**src/hw/rtl/rv32dp_pkg.sv**
```systemverilog
package rv32dp_pkg;

   // Major opcodes, instruction bits 6:0
   localparam logic [6:0] OPC_LUI    = 7'd55;
   localparam logic [6:0] OPC_AUIPC  = 7'd23;
   localparam logic [6:0] OPC_JAL    = 7'd111;
   localparam logic [6:0] OPC_JALR   = 7'd103;
   localparam logic [6:0] OPC_BRANCH = 7'd99;
   localparam logic [6:0] OPC_LOAD   = 7'd3;
   localparam logic [6:0] OPC_STORE  = 7'd35;
   localparam logic [6:0] OPC_IMM    = 7'd19;
   localparam logic [6:0] OPC_REG    = 7'd51;

   // addi a0, zero, 255 doubles as the halt marker
   localparam logic [31:0] HALT_WORD = 32'h0FF0_0513;

   // Dense operation codes
   localparam logic [5:0] OP_LUI     = 6'd0;
   localparam logic [5:0] OP_AUIPC   = 6'd1;
   localparam logic [5:0] OP_JAL     = 6'd2;
   localparam logic [5:0] OP_JALR    = 6'd3;
   localparam logic [5:0] OP_BEQ     = 6'd4;
   localparam logic [5:0] OP_BNE     = 6'd5;
   localparam logic [5:0] OP_BLT     = 6'd6;
   localparam logic [5:0] OP_BGE     = 6'd7;
   localparam logic [5:0] OP_BLTU    = 6'd8;
   localparam logic [5:0] OP_BGEU    = 6'd9;
   localparam logic [5:0] OP_LB      = 6'd10;
   localparam logic [5:0] OP_LH      = 6'd11;
   localparam logic [5:0] OP_LW      = 6'd12;
   localparam logic [5:0] OP_LBU     = 6'd13;
   localparam logic [5:0] OP_LHU     = 6'd14;
   localparam logic [5:0] OP_SB      = 6'd15;
   localparam logic [5:0] OP_SH      = 6'd16;
   localparam logic [5:0] OP_SW      = 6'd17;
   localparam logic [5:0] OP_ADDI    = 6'd18;
   localparam logic [5:0] OP_SLTI    = 6'd19;
   localparam logic [5:0] OP_SLTIU   = 6'd20;
   localparam logic [5:0] OP_XORI    = 6'd21;
   localparam logic [5:0] OP_ORI     = 6'd22;
   localparam logic [5:0] OP_ANDI    = 6'd23;
   localparam logic [5:0] OP_SLLI    = 6'd24;
   localparam logic [5:0] OP_SRLI    = 6'd25;
   localparam logic [5:0] OP_SRAI    = 6'd26;
   localparam logic [5:0] OP_ADD     = 6'd27;
   localparam logic [5:0] OP_SUB     = 6'd28;
   localparam logic [5:0] OP_SLL     = 6'd29;
   localparam logic [5:0] OP_SLT     = 6'd30;
   localparam logic [5:0] OP_SLTU    = 6'd31;
   localparam logic [5:0] OP_XOR     = 6'd32;
   localparam logic [5:0] OP_SRL     = 6'd33;
   localparam logic [5:0] OP_SRA     = 6'd34;
   localparam logic [5:0] OP_OR      = 6'd35;
   localparam logic [5:0] OP_AND     = 6'd36;
   localparam logic [5:0] OP_HALT    = 6'd37;
   localparam logic [5:0] OP_ILLEGAL = 6'd38;

   typedef struct packed {
      logic [31:0] instr_word;
      logic [31:0] fetch_pc;
      logic        predict_taken;
   } req_type;

   typedef struct packed {
      logic [5:0]         op_code;
      logic signed [31:0] immediate;
      logic [4:0]         src1_reg;
      logic [4:0]         src2_reg;
      logic [4:0]         dest_reg;
      logic [7:0]         history_tag;
      logic [31:0]        carried_value;
      logic [31:0]        next_pc;
      logic               fetch_stall;
   } rsp_type;

endpackage

```
**src/hw/rtl/rv32dp_decode.sv**
```systemverilog
module rv32dp_decode (
   input  rv32dp_pkg::req_type req,
   output rv32dp_pkg::rsp_type rsp
);
   import rv32dp_pkg::*;

   logic [31:0] w;
   logic [6:0]  opc;
   logic [2:0]  f3;
   logic [31:0] imm_i;
   logic [31:0] imm_s;
   logic [31:0] imm_b;
   logic [31:0] imm_u;
   logic [31:0] imm_j;
   logic [31:0] pc_plus4;
   logic [31:0] pc_target;
   logic [31:0] imm_sel;
   logic [5:0]  code;
   logic        is_branch;
   logic        is_jal;

   assign w     = req.instr_word;
   assign opc   = w[6:0];
   assign f3    = w[14:12];
   assign imm_i = {{20{w[31]}}, w[31:20]};
   assign imm_s = {{20{w[31]}}, w[31:25], w[11:7]};
   assign imm_b = {{19{w[31]}}, w[31], w[7], w[30:25], w[11:8], 1'b0};
   assign imm_u = {w[31:12], 12'b0};
   assign imm_j = {{11{w[31]}}, w[31], w[19:12], w[20], w[30:21], 1'b0};

   // one target adder: only JAL and branches use pc+imm
   assign pc_plus4  = req.fetch_pc + 32'd4;
   assign pc_target = req.fetch_pc + ((opc == OPC_JAL) ? imm_j : imm_b);

   always_comb begin
      code    = OP_ILLEGAL;
      imm_sel = 32'd0;
      case (opc)
         OPC_LUI: begin
            code    = OP_LUI;
            imm_sel = imm_u;
         end
         OPC_AUIPC: begin
            code    = OP_AUIPC;
            imm_sel = imm_u;
         end
         OPC_JAL: begin
            code    = OP_JAL;
            imm_sel = imm_j;
         end
         OPC_JALR: begin
            code    = OP_JALR;
            imm_sel = imm_i;
         end
         OPC_BRANCH: begin
            imm_sel = imm_b;
            case (f3)
               3'd0:    code = OP_BEQ;
               3'd1:    code = OP_BNE;
               3'd4:    code = OP_BLT;
               3'd5:    code = OP_BGE;
               3'd6:    code = OP_BLTU;
               3'd7:    code = OP_BGEU;
               default: code = OP_ILLEGAL;
            endcase
         end
         OPC_LOAD: begin
            imm_sel = imm_i;
            case (f3)
               3'd0:    code = OP_LB;
               3'd1:    code = OP_LH;
               3'd2:    code = OP_LW;
               3'd4:    code = OP_LBU;
               3'd5:    code = OP_LHU;
               default: code = OP_ILLEGAL;
            endcase
         end
         OPC_STORE: begin
            imm_sel = imm_s;
            case (f3)
               3'd0:    code = OP_SB;
               3'd1:    code = OP_SH;
               3'd2:    code = OP_SW;
               default: code = OP_ILLEGAL;
            endcase
         end
         OPC_IMM: begin
            imm_sel = imm_i;
            case (f3)
               3'd0:    code = OP_ADDI;
               3'd1:    code = OP_SLLI;
               3'd2:    code = OP_SLTI;
               3'd3:    code = OP_SLTIU;
               3'd4:    code = OP_XORI;
               3'd5: begin
                  if (w[30]) begin
                     code    = OP_SRAI;
                     imm_sel = {27'd0, w[24:20]};
                  end else begin
                     code = OP_SRLI;
                  end
               end
               3'd6:    code = OP_ORI;
               default: code = OP_ANDI;
            endcase
         end
         OPC_REG: begin
            case (f3)
               3'd0:    code = w[30] ? OP_SUB : OP_ADD;
               3'd1:    code = OP_SLL;
               3'd2:    code = OP_SLT;
               3'd3:    code = OP_SLTU;
               3'd4:    code = OP_XOR;
               3'd5:    code = w[30] ? OP_SRA : OP_SRL;
               3'd6:    code = OP_OR;
               default: code = OP_AND;
            endcase
         end
         default: begin
            code    = OP_ILLEGAL;
            imm_sel = 32'd0;
         end
      endcase
   end

   assign is_branch = (opc == OPC_BRANCH) && (code != OP_ILLEGAL);
   assign is_jal    = (opc == OPC_JAL);

   always_comb begin
      rsp.op_code       = code;
      rsp.immediate     = imm_sel;
      rsp.src1_reg      = w[19:15];
      rsp.src2_reg      = w[24:20];
      rsp.dest_reg      = w[11:7];
      rsp.history_tag   = 8'd0;
      rsp.carried_value = req.fetch_pc;
      rsp.next_pc       = pc_plus4;
      rsp.fetch_stall   = 1'b0;
      if (w == HALT_WORD) begin
         rsp.op_code     = OP_HALT;
         rsp.immediate   = 32'd0;
         rsp.src1_reg    = 5'd0;
         rsp.src2_reg    = 5'd0;
         rsp.dest_reg    = 5'd0;
         rsp.next_pc     = req.fetch_pc;
         rsp.fetch_stall = 1'b1;
      end else if (opc == OPC_JALR) begin
         rsp.next_pc     = req.fetch_pc;
         rsp.fetch_stall = 1'b1;
      end else if (is_jal) begin
         rsp.next_pc = pc_target;
      end else if (is_branch) begin
         rsp.history_tag = {w[8], w[7], w[20], w[15], f3, req.predict_taken};
         if (req.predict_taken) begin
            rsp.next_pc       = pc_target;
            rsp.carried_value = pc_plus4;
         end else begin
            rsp.carried_value = pc_target;
         end
      end
   end

endmodule

```
**src/hw/rtl/rv32i_decode_and_predict_fetch.sv**
```systemverilog
// Channel   Ports                          Dir   Payload
// request   req_valid/req_ready/req_data   in    instr_word, fetch_pc, predict_taken
// response  rsp_valid/rsp_ready/rsp_data   out   op_code .. fetch_stall
//
// Input register, then decode and the pc adders, then the response register.
// rsp_valid rises once a transferred request has moved through the input register
// into the response register; one instruction per cycle is sustained while rsp_ready is high.
// Reset (synchronous, active high) clears both valid bits; payload is not reset.
// On a response stall the pipeline holds; req_ready stays high while the
// input register is empty or can move into the response register.
module rv32i_decode_and_predict_fetch (
   input  logic                clock,
   input  logic                reset,
   input  logic                req_valid,
   output logic                req_ready,
   input  rv32dp_pkg::req_type req_data,
   output logic                rsp_valid,
   input  logic                rsp_ready,
   output rv32dp_pkg::rsp_type rsp_data
);
   import rv32dp_pkg::*;

   // input stage
   logic    s1_valid_ff;
   logic    s1_valid_in;
   req_type s1_ff;

   // response stage
   logic    s2_valid_ff;
   logic    s2_valid_in;
   rsp_type s2_ff;
   rsp_type s2_in;

   logic    s1_advance;
   logic    req_xfer;

   rv32dp_decode u_decode (
      .req (s1_ff),
      .rsp (s2_in)
   );

   // stage 1 may move on when the response slot is free or being drained
   assign s1_advance = !s2_valid_ff || rsp_ready;
   assign req_ready  = !s1_valid_ff || s1_advance;
   assign req_xfer   = req_valid && req_ready;

   always_comb begin
      s1_valid_in = s1_valid_ff;
      if (req_xfer) begin
         s1_valid_in = 1'b1;
      end else if (s1_advance) begin
         s1_valid_in = 1'b0;
      end
   end

   always_comb begin
      s2_valid_in = s2_valid_ff;
      if (s1_advance) begin
         s2_valid_in = s1_valid_ff;
      end
   end

   always_ff @(posedge clock) begin
      if (reset) begin
         s1_valid_ff <= 1'b0;
         s2_valid_ff <= 1'b0;
      end else begin
         s1_valid_ff <= s1_valid_in;
         s2_valid_ff <= s2_valid_in;
      end
   end

   always_ff @(posedge clock) begin
      if (req_xfer) begin
         s1_ff <= req_data;
      end
      if (s1_advance && s1_valid_ff) begin
         s2_ff <= s2_in;
      end
   end

   assign rsp_valid = s2_valid_ff;
   assign rsp_data  = s2_ff;

`ifndef NO_ASSERTIONS
   // a request transfer always lands in the input stage
   a_req_lands: assert property (@(posedge clock) disable iff (reset)
      req_xfer |=> s1_valid_ff)
      else $error("request transfer lost");

   // a blocked input stage keeps its instruction
   a_s1_hold: assert property (@(posedge clock) disable iff (reset)
      (s1_valid_ff && !s1_advance) |=> (s1_valid_ff && $stable(s1_ff)))
      else $error("input stage changed while blocked");

   // stall flag only for JALR and halt
   a_stall_ops: assert property (@(posedge clock) disable iff (reset)
      (rsp_valid && rsp_data.fetch_stall) |->
         (rsp_data.op_code == OP_JALR || rsp_data.op_code == OP_HALT))
      else $error("fetch stall on wrong op");

   // stalled fetch holds the pc
   a_stall_pc: assert property (@(posedge clock) disable iff (reset)
      (rsp_valid && rsp_data.fetch_stall) |->
         (rsp_data.next_pc == rsp_data.carried_value))
      else $error("stalled fetch moved the pc");

   // history tag only on legal branches
   a_tag_branch: assert property (@(posedge clock) disable iff (reset)
      (rsp_valid && rsp_data.history_tag != 8'd0) |->
         (rsp_data.op_code >= OP_BEQ && rsp_data.op_code <= OP_BGEU))
      else $error("history tag on non-branch");
`endif

endmodule
```
**config.mk**
```make
export PLATFORM = sky130hd
export DESIGN_NAME = rv32i_decode_and_predict_fetch
export DESIGN_NICKNAME = d
export VERILOG_FILES = /design/src/hw/rtl/rv32dp_pkg.sv /design/src/hw/rtl/rv32dp_decode.sv /design/src/hw/rtl/rv32i_decode_and_predict_fetch.sv
export SDC_FILE = /design/constraint.sdc
export NUM_CORES = 1
export LEC_CHECK = 0
export BUFFER_PORTS_ARGS = -buffer_cell sky130_fd_sc_hd__buf_4
export CAP_MARGIN = 10
export CORE_ASPECT_RATIO = 1.75
export CORE_UTILIZATION = 40
export CTS_BUF_LIST = sky130_fd_sc_hd__clkbuf_4
export DETAILED_ROUTE_END_ITERATION = 7
export GPL_TIMING_DRIVEN = 1
export PLACE_DENSITY = 0.68
export REMOVE_ABC_BUFFERS = 1
export SETUP_SLACK_MARGIN = 0.5
export SLEW_MARGIN = 30
export SYNTH_ARGS = -nofsm -noshare
export SYNTH_HDL_FRONTEND = slang
export SYNTH_SLANG_ARGS = --single-unit
```
**constraint.sdc**
```tcl
create_clock -name clock -period 10.6 [get_ports clock]
set_clock_uncertainty 0.15 [all_clocks]
set_input_delay 2.12 -clock clock [delete_from_list [all_inputs] [get_ports clock]]
set_output_delay 2.12 -clock clock [all_outputs]
set_load 0.02 [all_outputs]
```
==> metrics.yaml, run 1 <==
p_per_area_nw_per_um2: 130.6
dr.pass1.iters: 7
pin_count: 197
drc: 12
rsz0062_at_grt: "no"
period_share_pct: 48.16
start_util_pct: 41.00
core-area_um2: 26060
via_per_inst: 5.788
clk_latency_ns: 0.65
crit_path_start: "rsp_ready"
die_y_um: 218.2
slew_viol_final: 0
clock_tree.root_cell: "clkbuf_4"
dr.first_iter.drc_count: 655
dp_hpwl_um: 24300
numCtsBuffers: 17
peakVddDrop_mv: 0.06680
avgSynthCellArea_um2: 10.39
via_count: 8839
synth_area_um2: 10680
post_drt_wl_per_cell_um: 21.37
fin_util_pct: 49.00
row_count: 78
maxCapViolations: 0
first_global_vias: 8569
synth_cell_types: 76
synth-edff-count: 190
tritoncts: "done"
grt-ovfl-total: 0
rr_startpoint: "s1_ff[38]"
status: "complete, but fails checks"
path_class: "in2out"
fin_crit_ns: 5.105
cts.sinks: 192
worstPathArrival_ns: 2.83
ys_seq_elements: 192
grt.total_usage_pct: 24.29
seq_area_frac_synth_pct: 53.78
drt_wl_total_um: 32630
die_w_um: 125.5
path_clk_slew_ns: 0.15
die_area_um2: 27390
numPortBuffers: 196
cts_resized: 0
endpoint_kind: "output pin"
grt_max_degree: 76
max-clock-path-buffers: 2
place.gp.congestion: 0.9171
final.setup.tns_ns: 0
synthArstFlopShare_pct: 0
critPathLaunchType: "primary input"
fin_nets: 1297
hold_viol_final: 0
hp-class: "reg2reg"
setup_viol: 0
worst_pin_slew_ns: 0.9226
post-cts-setup-buffers: 0
ctsHoldBuffers: 0
ys.flop_type: "edfxtp_1"
drive_gt1_share_pct: 22.72
yosysWarningCount: 0
cts.htree.levels: 4
antenna_found_initial: 1
leakagePower_uw: 0.004995
areaGrowthSynthToFinish_pct: 19.52
cp.required_ns: 8.33
critPathMaxFanout: 4
drtAntennaViolNets: 0
grt_pass1_wl_um: 49360
postSynthCellCount: 1028
violations: "DRC"
fmax_mhz: 195.9
relSlewSlack_pct: 38.49
min_from: "s1_ff[1]"
## kinds of logic (layout without fill, tap and decap cells)
logic type / Yosys count / in the layout / synth area share (%)
buffers and inverters: 90 / 268 / 3.549
AO/OA/AOI/OAI: 314 / 314 / 18.55
flip-flops: 192 / 192 / 53.78
multiplexers: 8 / 8 / 0.8316
AND/OR/NAND/NOR: 354 / 354 / 16.25
XOR/XNOR: 35 / 35 / 2.869
other: 0 / 1 / 0
adder cells (fa/ha/maj): 35 / 35 / 4.170
## Yosys cell counts, drive strengths merged (17+ instances only)
cell	number	area [µm²]
nor2b	18	112.6
ha	34	425.4
clkbuf	37	140.1
nand3	38	190.2
buf	28	145.1
nand2	116	435.4
a21o	37	277.8
xnor2	24	210.2
edfxtp	190	5705
nor3	30	155.1
and2	17	106.4
nor2	66	247.7
inv	25	93.84
o21ai	68	344.1
a21oi	111	563.0
## metal layers
| layer | vias up | GRT usage, % | part of all wire [%] |
|---|---|---|---|
| met5 | - | 0 | 0 |
| met4 | 0 | 12.44 | 4.3 |
| met3 | 78 | 3.354 | 3.3 |
| met2 | 283 | 49.39 | 59 |
| met1 | 4294 | 23.06 | 34 |
| li1 | 4184 | - | - |
## worst max-delay path, stage by stage
cell and delay (ns):
buf_4 0.11, nor2b_1 0.31, nand2_1 0.12, buf_4 0.17
## registers in the layout, summed over array words and instances (netlist names)
register,cells
rsp_data,125
s1_ff,65
s1_valid_ff,1
rsp_valid,1
## final cells by class
cell class	instances	area, µm²
Fill cell	2447	13290
Multi-Input combinational cell	746	4583
Tap cell	320	400.4
Clock buffer	18	135.1
Timing Repair Buffer	211	1608
Inverter	25	93.84
Sequential cell	192	5746
Clock inverter	14	200.2
Antenna cell	1	2.502
## power by group
group,leakage (µW),internal [µW],switching [µW]
combinational,0.00303,120,175
sequential,0.00179,879,38.4
clock,0.000176,194,261
total,0.00499,1190,475
## final timing paths
kind | to | slack, ns | depth (start not counted)
max reg2reg | rsp_data[62] | 5.56 | 15
min | rsp_data[33] | 0.29 | 0
max | req_ready | 5.50 | 4
min reg2reg | rsp_data[33] | 0.29 | 0
## through the flow
step,instance area [µm²],instances,total power (µW),hold WS [ns],setup slack (ns)
2_1_floorplan,10400,963,1109,0.2503,2.097
3_3_place_gp,12400,1493,1226,0.2516,5.525
5_1_grt,12770,1527,1735,0.3061,5.239
4_1_cts,12730,1525,1680,0.2910,5.494
3_5_place_dp,12400,1493,1228,0.2552,5.494
6_report,12770,1527,1668,0.2876,5.495
## cells in the final DEF, fill, tap and decap left out, types with 5 or more instances in the layout
master      n
nor3_1     28
nor2b_1    17
a21o_1     37
o22ai_1    14
nand3_1    38
a22oi_1     6
a211oi_1    8
xnor2_1    24
and2_1     16
nor2_1     64
nor4_1      7
edfxtp_1  190
or3_1       6
inv_1      25
and3_1     12
o21ai_1     5
mux2_2      7
a21oi_1   109
a221o_1     5
a22o_1      5
o21ai_0    62
nand4_1    11
inv_6       5
ha_1       34
a41oi_1     5
nand2_1   116
clkbuf_4   18
a31oi_1    10
xor2_1     11
nand2b_1    9
buf_4     209
Power figures use the tool's default switching activity.
==> run 2, diff against run 1 <==
--- a/config.mk
+++ b/config.mk
@@ -12,7 +12,7 @@
 export CTS_BUF_LIST = sky130_fd_sc_hd__clkbuf_4
 export DETAILED_ROUTE_END_ITERATION = 7
 export GPL_TIMING_DRIVEN = 1
-export PLACE_DENSITY = 0.68
+export PLACE_DENSITY = 0.7
 export REMOVE_ABC_BUFFERS = 1
 export SETUP_SLACK_MARGIN = 0.5
 export SLEW_MARGIN = 30
==> constraint.sdc (replaced) <==
create_clock -name clock -period 4.57 [get_ports clock]
set_clock_uncertainty 0.15 [all_clocks]
set_input_delay 0.914 -clock clock [delete_from_list [all_inputs] [get_ports clock]]
set_output_delay 0.914 -clock clock [all_outputs]
set_load 0.02 [all_outputs]
==> run 2 against run 1 <==
Effect of this change:
- the flow still finishes with violations (DRC)
- die area did not move
- combinational power up 150%
- routed wire length is 2.5% higher
- clock-buffer cell count down 1
- total power increased by 120%
- hold slack lost 0.030 ns
- core utilization grew 1.2 points
- sequential power rose by 130%
- cell area rose by 2.5%
- worst setup slack worse by 4.9 ns
- sequential share of layout area down 1.1 points
- critical path type is now reg2reg
- largest cell class unchanged
==> metrics.yaml, run 2 (synthesis gave the netlist of run 1 again) <==
drive_gt1_share_pct: 26.17  # +3.5 points
worst_pin_slew_ns: 0.8628  # -0.05984 ns
top_regs: "rsp_data: 125 flops, s1_ff: 65 flops"
layoutNonFillerInstCount: 1561  # +2.2%
grt_pass1_wl_um: 50050  # +1.4%
dr.first_iter.drc_count: 721  # +10%
die_y_um: 218.2  # unchanged
critPathLaunchType: "register"
slew_viol_final: 0  # unchanged
final_cell_mix: "buf_4, edfxtp_1, nand2_1"
pin_count: 197  # unchanged
clk_latency_ns: 0.66  # about the same
start_util_pct: 41.00  # unchanged
fin_nets: 1329  # +2.5%
nFillCells: 2376  # -2.9%
grt.total_usage_pct: 24.56  # +0.28 points
drc: 18  # +6
largest-register: "rsp_data"
grt-ovfl-total: 0  # unchanged
largest_register_ffs: 125  # unchanged
worstPathArrival_ns: 4.27  # +1.44 ns
via_per_inst: 5.889  # +1.7%
leakagePower_uw: 0.005131  # +2.7%
numCtsBuffers: 17  # unchanged
cts.sinks: 192  # unchanged
p_per_area_nw_per_um2: 285.1  # +120%
relSlewSlack_pct: 42.48  # +4.0 points
path_clk_slew_ns: 0.17  # +0.02 ns
path_class: "reg2reg"
setup_viol: 0  # unchanged
cp.required_ns: 4.86  # -3.47 ns
hp-class: "in2reg"
first_global_vias: 8892  # +3.8%
drtAntennaViolNets: 0  # unchanged
place.gp.congestion: 0.9764  # +6.5%
grt_max_degree: 126  # +66%
rsz0062_at_grt: "yes"
endpoint_kind: "register"
numPortBuffers: 196  # unchanged
hold_viol_final: 0  # unchanged
dr.pass1.iters: 8  # +1
whs_ns: 0.2578  # -0.02974 ns
dp_hpwl_um: 24360  # +0.24%
drt_wl_total_um: 33430  # +2.5%
core-area_um2: 26060  # unchanged
critPathMaxFanout: 7  # +3
areaGrowthSynthToFinish_pct: 22.48
violations: "DRC"
status: "complete, but fails checks"
post_drt_wl_per_cell_um: 21.41  # +0.23%
max-clock-path-buffers: 2  # unchanged
antenna_found_initial: 2  # +1
peakVddDrop_mv: 0.1967  # +190%
clock_tree.root_cell: "clkbuf_4"
die_area_um2: 27390  # unchanged
period_share_pct: 87.07
cts.htree.levels: 4  # unchanged
row_count: 78  # unchanged
tritoncts: "done"
maxCapViolations: 0  # unchanged
place_inst: 1509  # +1.1%
fin_crit_ns: 3.979
fmax_mhz: 251.3
r2r_slack_ns: 0.59  # -4.97 ns
die_w_um: 125.5  # unchanged
final_common_cell: "buf_4"
via_count: 9192  # +4.0%
[run 2: repair_timing]
item	in CTS	in global routing
hold buffers	0	0
endpoints found under the setup margin	16	21
setup buffers	3	14
pin swaps	3	16
resized for setup	8	21
[run 2: final timing paths]
kind / end / startpoint / cells past startpoint
setup / recovery: rsp_data[49] / s1_ff[36] / 14
hold / removal: s1_valid_ff / reset / 2
setup reg to reg: rsp_data[49] / s1_ff[36] / 14
hold reg to reg: rsp_data[33] / s1_ff[1] / 0
[run 2: layout make-up]
class | instances | area [µm²] | share of cell area [%]
antenna | 3 | 7.507 | 0.05738
clock buffer | 17 | 127.6 | 0.9754
clock inverter | 15 | 122.6 | 0.9372
inverter | 25 | 93.84 | 0.7172
multi-input combinational | 746 | 4721 | 36.08
sequential | 192 | 5746 | 43.91
tap | 320 | 400.4 | 3.060
timing repair buffer | 243 | 1866 | 14.26
[run 2: power by group]
group | switching [µW] | internal, µW | leakage [µW]
Clock | 645 | 231 | 0.000130
Combinational | 421 | 304 | 0.00321
Sequential | 89.5 | 2040 | 0.00179
Total | 1160 | 2570 | 0.00513
[run 2: stage by stage]
stage	power, µW	instance area, µm²	worst slack [ns]	TNS [ns]	utilization, %
after floorplan	2572	10400	-2.727	-341.51	-
after global placement	2841	12550	0.2598	0	48.17
after detailed placement	2848	12550	0.1980	0	48.17
after CTS	3724	12850	0.5023	0	49.32
after global routing	3882	13080	0.4475	0	50.21
final	3730	13080	0.5909	0	50.21
[run 2: per-layer routing]
layer  share of wire [%]  GRT usage (%)  up-vias
met1                  34          23.83     4455
li1                    -              -     4248
met4                 6.3          17.85        0
met2                  55          46.89      375
met3                 5.1          3.501      114
met5                   0              0        -
[run 2: critical path, cell delays in order (launching register included)]
cell	delay, ns
edfxtp_1	0.42
nand4_1	0.19
nor2_4	0.16
buf_6	0.15
mux2_4	0.34
ha_4	0.23
a211oi_4	0.25
o211ai_1	0.17
a32o_2	0.32
or2_1	0.26
a221o_1	0.36
a21o_1	0.18
a21oi_2	0.16
xnor2_2	0.08
a221o_1	0.34
==> run 3, diff against run 2 <==
--- a/config.mk
+++ b/config.mk
@@ -12,7 +12,8 @@
 export CTS_BUF_LIST = sky130_fd_sc_hd__clkbuf_4
 export DETAILED_ROUTE_END_ITERATION = 7
 export GPL_TIMING_DRIVEN = 1
-export PLACE_DENSITY = 0.7
+export HOLD_SLACK_MARGIN = 0.1
+export PLACE_DENSITY_LB_ADDON = 0.08
 export REMOVE_ABC_BUFFERS = 1
 export SETUP_SLACK_MARGIN = 0.5
 export SLEW_MARGIN = 30
==> run 3 against run 2 <==
Effect of this change:
- the flow still finishes with violations (DRC)
- clock power grew 9.1%
- sequential power barely moved
- critical path depth rose by 1
- clock-buffer cell count did not move
- combinational power is 2% higher
- worst setup slack worse by 0.019 ns
- fmax decreased by 0.48%
- sequential share of layout area shrank 0.23 points
- cell area grew 0.52%
- critical path type unchanged
- largest cell class unchanged
- highest routed layer unchanged
==> metrics.yaml, run 3 (synthesis gave the netlist of run 1 again) <==
final_common_cell: "buf_4"
fmax_mhz: 250.1  # -0.48%
drc: 17  # -1
die_area_um2: 27390  # unchanged
antenna_found_initial: 1  # -1
p_per_area_nw_per_um2: 290.5  # +1.9%
cp.required_ns: 4.86  # about the same
violations: "DRC"
slew_viol_final: 0  # unchanged
critPathLaunchType: "register"
dp_hpwl_um: 25460  # +4.5%
first_global_vias: 8938  # +0.52%
post_drt_wl_per_cell_um: 22.14  # +3.4%
fin_area_um2: 13150  # +0.52%
hold_viol_final: 0  # unchanged
path_buf_inv: 1  # unchanged
row_count: 78  # unchanged
period_share_pct: 87.49  # +0.42 points
power.total_uw: 3821  # +2.5%
crit_family: "compound AO/OA/AOI/OAI gates"
largest_register_ffs: 125  # unchanged
grt-ovfl-total: 0  # unchanged
whs_path_depth: 2  # unchanged
numCtsBuffers: 17  # unchanged
worstPathArrival_ns: 4.28  # about the same
clock_tree.root_cell: "clkbuf_4"
fin_nets: 1326  # -0.23%
drive_gt1_share_pct: 26.56  # +0.39 points
drt_wl_total_um: 34450  # +3.1%
whs_ns: 0.2548  # -0.003017 ns
grt_pass1_wl_um: 51180  # +2.2%
place.gp.congestion: 0.9583  # -1.9%
relSlewSlack_pct: 43.46  # +0.98 points
via_per_inst: 5.739  # -2.5%
tritoncts: "done"
place_area_um2: 12540  # about the same
dr.pass1.iters: 7  # -1
start_util_pct: 41.00  # unchanged
numPortBuffers: 196  # unchanged
cts.sinks: 192  # unchanged
worst_pin_slew_ns: 0.8481  # -0.01466 ns
core-area_um2: 26060  # unchanged
slowest_stage: "edfxtp_1"
status: "complete, but fails checks"
peakVddDrop_mv: 0.1642  # -17%
pin_count: 197  # unchanged
final.setup.tns_ns: 0  # unchanged
ff2ff_path_depth: 15  # +1
clk_latency_ns: 0.66  # about the same
grt.total_usage_pct: 25.43  # +0.87 points
cts.htree.levels: 4  # unchanged
grt_max_degree: 68  # -46%
crit_top_cell: "nor2_4"
rsz0062_at_grt: "yes"
setup_viol: 0  # unchanged
top_regs: "rsp_data: 125 flops, s1_ff: 65 flops"
hp-class: "in2reg"
fin_util_pct: 50.47  # +0.26 points
largest-register: "rsp_data"
crit_chain: "inv_2, nand3_4, nor2_4, mux2_2, ha_2, fa_2, a211oi_2, o21ai_2, o21a_2, nor4_4, nor2_4, o21a_1, o31a_1, xor2_1, a221o_1"
die_y_um: 218.2  # unchanged
drtAntennaViolNets: 0  # unchanged
fin_crit_ns: 3.998  # +0.01934 ns
critPathMaxFanout: 4  # -3
areaGrowthSynthToFinish_pct: 23.11
via_count: 8930  # -2.9%
endpoint_kind: "register"
final_cell_mix: "buf_4, edfxtp_1, nand2_1"
ctsHoldBuffers: 0  # unchanged
path_depth: 15  # +1
leakagePower_uw: 0.005177  # +0.89%
path_class: "reg2reg"
max-clock-path-buffers: 2  # unchanged
path_clk_slew_ns: 0.16  # about the same
die_w_um: 125.5  # unchanged
dr.first_iter.drc_count: 734  # +1.8%
maxCapViolations: 0  # unchanged
slowest_delay_ns: 0.44  # +0.02 ns
==> run 3: per-stage QoR <==
stage               std cells  setup slack, ns
floorplan                 963           -2.727
global placement         1509           0.2791
detailed placement       1509           0.1709
CTS                      1545           0.5106
global route             1556           0.4157
finish                   1556           0.5716
==> run 3: cell type report <==
| type | instances | area (µm²) |
|---|---|---|
| repair buffers | 240 | 1857 |
| clock inverters | 15 | 157.7 |
| multi-input cells | 746 | 4767 |
| inverters | 25 | 93.84 |
| fillers | 2469 | 12910 |
| well taps | 320 | 400.4 |
| flip-flops and latches | 192 | 5746 |
| diodes | 1 | 2.502 |
| clock buffers | 17 | 127.6 |
==> run 3: per-layer routing <==
metal / global-route usage [%] / routed length (µm)
met1: 24.40 / 11740
met2: 49.63 / 19590
met3: 4.308 / 1366
met4: 15.65 / 1758
met5: 0 / 0
==> run 3: what timing repair did <==
item,in CTS,in global routing
endpoints found under the setup margin,18,13
resized for setup,9,29
buffers inserted,4,8
pin swaps,3,21
gates cloned,0,1
==> run 3: report_power, final <==
group          internal (µW)  total, µW  switching (µW)
clock                    332        957             624
sequential              2040       2120            86.1
combinational            308        740             432
total                   2680       3820            1140
==> run 3: final timing paths <==
kind,slack (ns),from,end
worst max-delay path,0.57,s1_ff[37],rsp_data[62]
worst min-delay path,0.25,reset,s1_valid_ff
worst max register to register,0.57,s1_ff[37],rsp_data[62]
worst min register to register,0.30,s1_ff[1],rsp_data[33]
